## src/bml_pkg.sv

```systemverilog
package bml_pkg;

    localparam int unsigned VAL_W      = 12;
    localparam int unsigned NUM_W      = 63;
    localparam int unsigned IN_TDATA_W = 128;
    localparam int unsigned OUT_TDATA_W = 16;
    localparam int unsigned DIV_W      = 64;
    localparam int unsigned CNT_W      = 7;
    localparam int unsigned PROD_W     = 2 * VAL_W;

    // datapath operations issued by the controller
    typedef enum logic [4:0] {
        OP_NOP,
        OP_LOAD,
        OP_ZERO,
        OP_NDIV_GO,
        OP_NDIV_END,
        OP_RDIV_GO,
        OP_RDIV_END,
        OP_RD_A,
        OP_M1_GO,
        OP_M1_END,
        OP_M2_GO,
        OP_M2_END,
        OP_M3_GO,
        OP_M3_END,
        OP_B_INIT0,
        OP_B_INIT1,
        OP_B_DIV_GO,
        OP_B_DIV_END,
        OP_B_RDM,
        OP_B_MUL_GO,
        OP_B_MUL_END,
        OP_C_INIT0,
        OP_C_INIT1,
        OP_C_FGO,
        OP_C_FEND,
        OP_C_IGO,
        OP_C_IEND,
        OP_SET_READY,
        OP_OUT
    } dp_op_t;

    // datapath status seen by the controller
    typedef struct packed {
        logic div_done;
        logic p_bad;
        logic ready;
        logic r_gt_n;
        logic n_zero;
        logic dr_gt_dn;
        logic i_ge_p;
        logic out_free;
    } dp_status_t;

endpackage

```

## src/bml_ctrl.sv

```systemverilog
module bml_ctrl (
    input  logic                aclk,
    input  logic                aresetn,
    input  logic                s_tvalid,
    output logic                s_tready,
    input  bml_pkg::dp_status_t status,
    output bml_pkg::dp_op_t     op
);
    import bml_pkg::*;

    typedef enum logic [31:0] {
        ST_IDLE  = 32'b1 << 0,
        ST_CHECK = 32'b1 << 1,
        ST_BI0   = 32'b1 << 2,
        ST_BI1   = 32'b1 << 3,
        ST_BLOOP = 32'b1 << 4,
        ST_BDIVG = 32'b1 << 5,
        ST_BDIVW = 32'b1 << 6,
        ST_BRDM  = 32'b1 << 7,
        ST_BMULG = 32'b1 << 8,
        ST_BMULW = 32'b1 << 9,
        ST_CI0   = 32'b1 << 10,
        ST_CI1   = 32'b1 << 11,
        ST_CLOOP = 32'b1 << 12,
        ST_CFG   = 32'b1 << 13,
        ST_CFW   = 32'b1 << 14,
        ST_CIG   = 32'b1 << 15,
        ST_CIW   = 32'b1 << 16,
        ST_CMP   = 32'b1 << 17,
        ST_LTEST = 32'b1 << 18,
        ST_NDG   = 32'b1 << 19,
        ST_NDW   = 32'b1 << 20,
        ST_RDG   = 32'b1 << 21,
        ST_RDW   = 32'b1 << 22,
        ST_DTEST = 32'b1 << 23,
        ST_RDA   = 32'b1 << 24,
        ST_M1G   = 32'b1 << 25,
        ST_M1W   = 32'b1 << 26,
        ST_M2G   = 32'b1 << 27,
        ST_M2W   = 32'b1 << 28,
        ST_M3G   = 32'b1 << 29,
        ST_M3W   = 32'b1 << 30,
        ST_OUT   = 32'b1 << 31
    } state_t;

    state_t state_reg, state_next;

    // sequencing of query intake, checks, table build, digit loop and output
    always_comb begin
        state_next = state_reg;
        op         = OP_NOP;
        s_tready   = 1'b0;
        case (state_reg)
            ST_IDLE: begin
                s_tready = 1'b1;
                if (s_tvalid) begin
                    op         = OP_LOAD;
                    state_next = ST_CHECK;
                end
            end
            ST_CHECK: begin
                if (status.p_bad) begin
                    op         = OP_ZERO;
                    state_next = ST_OUT;
                end else if (!status.ready) begin
                    state_next = ST_BI0;
                end else begin
                    state_next = ST_CMP;
                end
            end
            // inverse table by the linear recurrence
            ST_BI0: begin
                op         = OP_B_INIT0;
                state_next = ST_BI1;
            end
            ST_BI1: begin
                op         = OP_B_INIT1;
                state_next = ST_BLOOP;
            end
            ST_BLOOP: state_next = status.i_ge_p ? ST_CI0 : ST_BDIVG;
            ST_BDIVG: begin
                op         = OP_B_DIV_GO;
                state_next = ST_BDIVW;
            end
            ST_BDIVW: begin
                op = OP_B_DIV_END;
                if (status.div_done) begin
                    state_next = ST_BRDM;
                end
            end
            ST_BRDM: begin
                op         = OP_B_RDM;
                state_next = ST_BMULG;
            end
            ST_BMULG: begin
                op         = OP_B_MUL_GO;
                state_next = ST_BMULW;
            end
            ST_BMULW: begin
                op = OP_B_MUL_END;
                if (status.div_done) begin
                    state_next = ST_BLOOP;
                end
            end
            // factorial and inverse factorial prefix products
            ST_CI0: begin
                op         = OP_C_INIT0;
                state_next = ST_CI1;
            end
            ST_CI1: begin
                op         = OP_C_INIT1;
                state_next = ST_CLOOP;
            end
            ST_CLOOP: begin
                if (status.i_ge_p) begin
                    op         = OP_SET_READY;
                    state_next = ST_CMP;
                end else begin
                    state_next = ST_CFG;
                end
            end
            ST_CFG: begin
                op         = OP_C_FGO;
                state_next = ST_CFW;
            end
            ST_CFW: begin
                op = OP_C_FEND;
                if (status.div_done) begin
                    state_next = ST_CIG;
                end
            end
            ST_CIG: begin
                op         = OP_C_IGO;
                state_next = ST_CIW;
            end
            ST_CIW: begin
                op = OP_C_IEND;
                if (status.div_done) begin
                    state_next = ST_CLOOP;
                end
            end
            // digit loop
            ST_CMP: begin
                if (status.r_gt_n) begin
                    op         = OP_ZERO;
                    state_next = ST_OUT;
                end else begin
                    state_next = ST_LTEST;
                end
            end
            ST_LTEST: state_next = status.n_zero ? ST_OUT : ST_NDG;
            ST_NDG: begin
                op         = OP_NDIV_GO;
                state_next = ST_NDW;
            end
            ST_NDW: begin
                op = OP_NDIV_END;
                if (status.div_done) begin
                    state_next = ST_RDG;
                end
            end
            ST_RDG: begin
                op         = OP_RDIV_GO;
                state_next = ST_RDW;
            end
            ST_RDW: begin
                op = OP_RDIV_END;
                if (status.div_done) begin
                    state_next = ST_DTEST;
                end
            end
            ST_DTEST: begin
                if (status.dr_gt_dn) begin
                    op         = OP_ZERO;
                    state_next = ST_OUT;
                end else begin
                    state_next = ST_RDA;
                end
            end
            ST_RDA: begin
                op         = OP_RD_A;
                state_next = ST_M1G;
            end
            ST_M1G: begin
                op         = OP_M1_GO;
                state_next = ST_M1W;
            end
            ST_M1W: begin
                op = OP_M1_END;
                if (status.div_done) begin
                    state_next = ST_M2G;
                end
            end
            ST_M2G: begin
                op         = OP_M2_GO;
                state_next = ST_M2W;
            end
            ST_M2W: begin
                op = OP_M2_END;
                if (status.div_done) begin
                    state_next = ST_M3G;
                end
            end
            ST_M3G: begin
                op         = OP_M3_GO;
                state_next = ST_M3W;
            end
            ST_M3W: begin
                op = OP_M3_END;
                if (status.div_done) begin
                    state_next = ST_LTEST;
                end
            end
            ST_OUT: begin
                if (status.out_free) begin
                    op         = OP_OUT;
                    state_next = ST_IDLE;
                end
            end
            default: state_next = ST_IDLE;
        endcase
    end

    always_ff @(posedge aclk) begin
        if (!aresetn) begin
            state_reg <= ST_IDLE;
        end else begin
            state_reg <= state_next;
        end
    end

endmodule

```

## config.mk

```make
export PLATFORM = sky130hd
export DESIGN_NAME = bml_ctrl
export DESIGN_NICKNAME = d
export VERILOG_FILES = /design/src/bml_pkg.sv /design/src/bml_ctrl.sv
export SDC_FILE = /design/constraint.sdc
export NUM_CORES = 1
export LEC_CHECK = 0
export ABC_AREA = 1
export BUFFER_PORTS_ARGS = -buffer_cell sky130_fd_sc_hd__clkbuf_2
export CORE_UTILIZATION = 35
export CTS_BUF_LIST = sky130_fd_sc_hd__clkbuf_8 sky130_fd_sc_hd__clkbuf_16
export CTS_CLUSTER_SIZE = 8
export DETAILED_ROUTE_END_ITERATION = 12
export PLACE_DENSITY = 0.6
export SLEW_MARGIN = 20
export SYNTH_ARGS = -nofsm -noshare
export SYNTH_HDL_FRONTEND = slang
export SYNTH_SLANG_ARGS = --single-unit
```

## constraint.sdc

```tcl
create_clock -name aclk -period 2.67 [get_ports aclk]
set_clock_uncertainty 0.15 [all_clocks]
set_input_delay 0.534 -clock aclk [delete_from_list [all_inputs] [get_ports aclk]]
set_output_delay 0.534 -clock aclk [all_outputs]
set_load 0.03 [all_outputs]
```

==> results.py <==
metrics = {
    "status": {
        "outcome": "complete, no violations",
    },
    "logic_synthesis": {
        "syn-instance-count": 426,
        "synth-seq-cells": 32,
        "yosys.area.top_type": "dfxtp_1",
        "ys_async_sr_fraction_pct": 0,
        "synth_area_leaders": "dfxtp_1 (24%), nor2_1 (14%), nand2_1 (13%)",
        "ys.flop_type": "dfxtp_1",
        "seq_area_frac_synth_pct": 24.1,
        "synth_fp_nets": 437,
        "synth_edf_count": 0,
        "yosys_warnings": 0,
        "syn_area_per_cell_um2": 6.24,
        "yosysTopAreaCellShare_pct": 24.1,
        "yosysUniqueCellTypes": 28,
        "synth_area_um2": 2660,
    },
    "cts": {
        "cts_buffer_depth": 2,
        "ctsRootBufferMaster": "clkbuf_8",
        "hold_buffers": 0,
        "clk-insertion-delay-late_ns": 0.30,
        "cts_buffers": 5,
        "cts_tree": "built",
        "clk_pin_slew_ns": 0.07,
        "clkSinkCount": 32,
        "htree_levels": 2,
    },
    "cells_and_area": {
        "nets": 509,
        "largest_reg_flops": 32,
        "layout_common_cells": "nor2_1 (91), nand2_1 (80), inv_1 (50), buf_4 (50), nor2_4 (41)",
        "stdcell_area_um2": 3800,
        "final_common_cell": "nor2_1",
        "n_antenna_cell": 0,
        "syn_to_final_growth_pct": 43.1,
        "drive_above_1_share_pct": 42.3,
    },
    "floorplan": {
        "num_rows": 31,
        "core_region_area_um2": 7290,
        "start_util_pct": 36.4,
        "die_height_um": 89.1,
        "dieArea_um2": 7940,
        "io_pins": 17,
        "die_width_um": 89.1,
    },
    "sta": {
        "timing.fmax_ghz": 0.375,
        "tightest_slew_ns": 0.434,
        "fin_setup_tns_ns": 0,
        "rsz0062_at_grt": "yes",
        "setup_viol": 0,
        "slew_headroom_pct": 71.0,
        "fin_crit_ns": 2.67,
        "fin_crit_sh_pct": 99.9,
        "slew_violations": 0,
        "holdWs_ns": 0.339,
        "hold_viol_final": 0,
    },
    "setup_path": {
        "r2r-end": "state_reg[12]",
        "ff2ff_setup_slack_ns": 0.18,
        "r2r-start": "state_reg[28]",
        "worstSetupStartpointType": "register",
        "end_kind": "output pin",
        "path_class": "reg -> out",
        "crit_path_start": "state_reg[23]",
        "r2r_cells": 14,
        "crit_required_ns": 1.99,
        "cp.arrival_ns": 1.98,
        "critPathCapture": "op[0]",
        "crit_fanout": 7,
    },
    "global_route": {
        "grt_max_degree": 15,
        "grt_pass1_wl_um": 12800,
        "grt_usage_pct": 21.5,
        "antenna_found_initial": 0,
        "grt_overflow": 0,
        "grt_pass1_vias": 2664,
    },
    "place": {
        "gp_congestion": 0.961,
        "hpwl_um": 6000,
        "place_area_um2": 2870,
        "io_buffers": 16,
    },
    "power": {
        "finalPower_w": 0.00153,
        "p_leak_nw": 1.82,
        "power.density_nw_per_um2": 402,
        "vdd_drop_max_v": 0.000229,
    },
    "route": {
        "drc": 0,
        "drt_iter0_drc": 222,
        "viasPerCell": 4.95,
        "wl_um": 8350,
        "vias": 2962,
        "drtPass1Iterations": 5,
        "routedWlPerCell_um": 14.0,
        "detail-route-antenna-nets": 0,
    },
    "flow_run": {
        "max_cap_violations": 0,
    },
    "min_path": {
        "hp-class": "in -> reg",
    },
}
-- worst max-delay path: stages (launching register included) --
cell      delay [ns]
dfxtp_2         0.36
nor2_4          0.06
nand2_4         0.10
nor2_8          0.07
nand2_8         0.14
nor2_4          0.07
nor2_1          0.18
nand3_2         0.12
nor4_4          0.18
nand4_1         0.18
clkbuf_8        0.21
-- stage by stage --
stage          std cells  setup WS (ns)  util, %
2_1_floorplan        426         0.0932        -
3_3_place_gp         546         0.0659     39.4
3_5_place_dp         546         0.0343     39.4
4_1_cts              578        -0.0165     47.4
5_1_grt              598        -0.0781     52.1
6_report             598        0.00310     52.1
-- worst min path at each step --
| stage | endpoint | depth (start not counted) | from | slack (ns) |
|---|---|---|---|---|
| 6_report | state_reg[19] | 4 | status[3] | 0.34 |
| 5_1_grt | state_reg[2] | 4 | status[5] | 0.38 |
| 4_1_cts | state_reg[19] | 4 | status[3] | 0.34 |
| 3_5_place_dp | state_reg[28] | 2 | state_reg[28] | 0.43 |
| 3_3_place_gp | state_reg[28] | 2 | state_reg[28] | 0.43 |
| 2_1_floorplan | state_reg[28] | 2 | state_reg[28] | 0.40 |
-- cell usage after synthesis (2+ instances only) --
cell type	number
nand3b_1	3
a21oi_1	17
dfxtp_1	32
nand2_4	6
nor2_2	21
nand2_1	91
inv_1	53
nand2_2	8
nand3_1	28
nor2_1	100
nand4_1	11
nor4_1	6
o2111ai_1	2
nor2_4	19
buf_12	2
nor3_1	11
nor2_8	4
buf_6	2
-- layout make-up --
cell class	count	area (um^2)
Clock buffer	5	68.8
Timing Repair Buffer	71	584
Fill cell	748	3490
Sequential cell	32	688
Tap cell	99	124
Inverter	54	205
Multi-Input combinational cell	334	2090
Clock inverter	3	42.5
-- where the power goes --
| part | switching [W] | internal [W] |
|---|---|---|
| clock network | 0.000197 | 0.000276 |
| logic | 0.000359 | 0.000197 |
| registers | 0.0000111 | 0.000485 |
| total | 0.000568 | 0.000958 |
-- per-layer routing --
| metal | vias up | share of wire (%) | global-route usage, % |
|---|---|---|---|
| met1 | 1357 | 44 | 27.1 |
| met2 | 99 | 48 | 36.8 |
| met4 | 0 | 2.4 | 6.35 |
| met3 | 24 | 4.8 | 4.52 |
| li1 | 1482 | - | - |
| met5 | - | 0 | 0 |
-- kinds of logic (layout without fill, tap and decap cells) --
group	Yosys count	after routing	share of synthesized area, %
AO/OA/AOI/OAI	23	23	5.04
buffers and inverters	61	133	10.6
flip-flops	32	32	24.1
AND/OR/NAND/NOR	310	311	60.2
-- timing repair --
item	CTS	global route
resized for setup	81	50
cloned	1	1
endpoints found under the setup margin	5	5
setup buffers	23	19
pin swaps	24	25
Power figures use the tool's default switching activity.
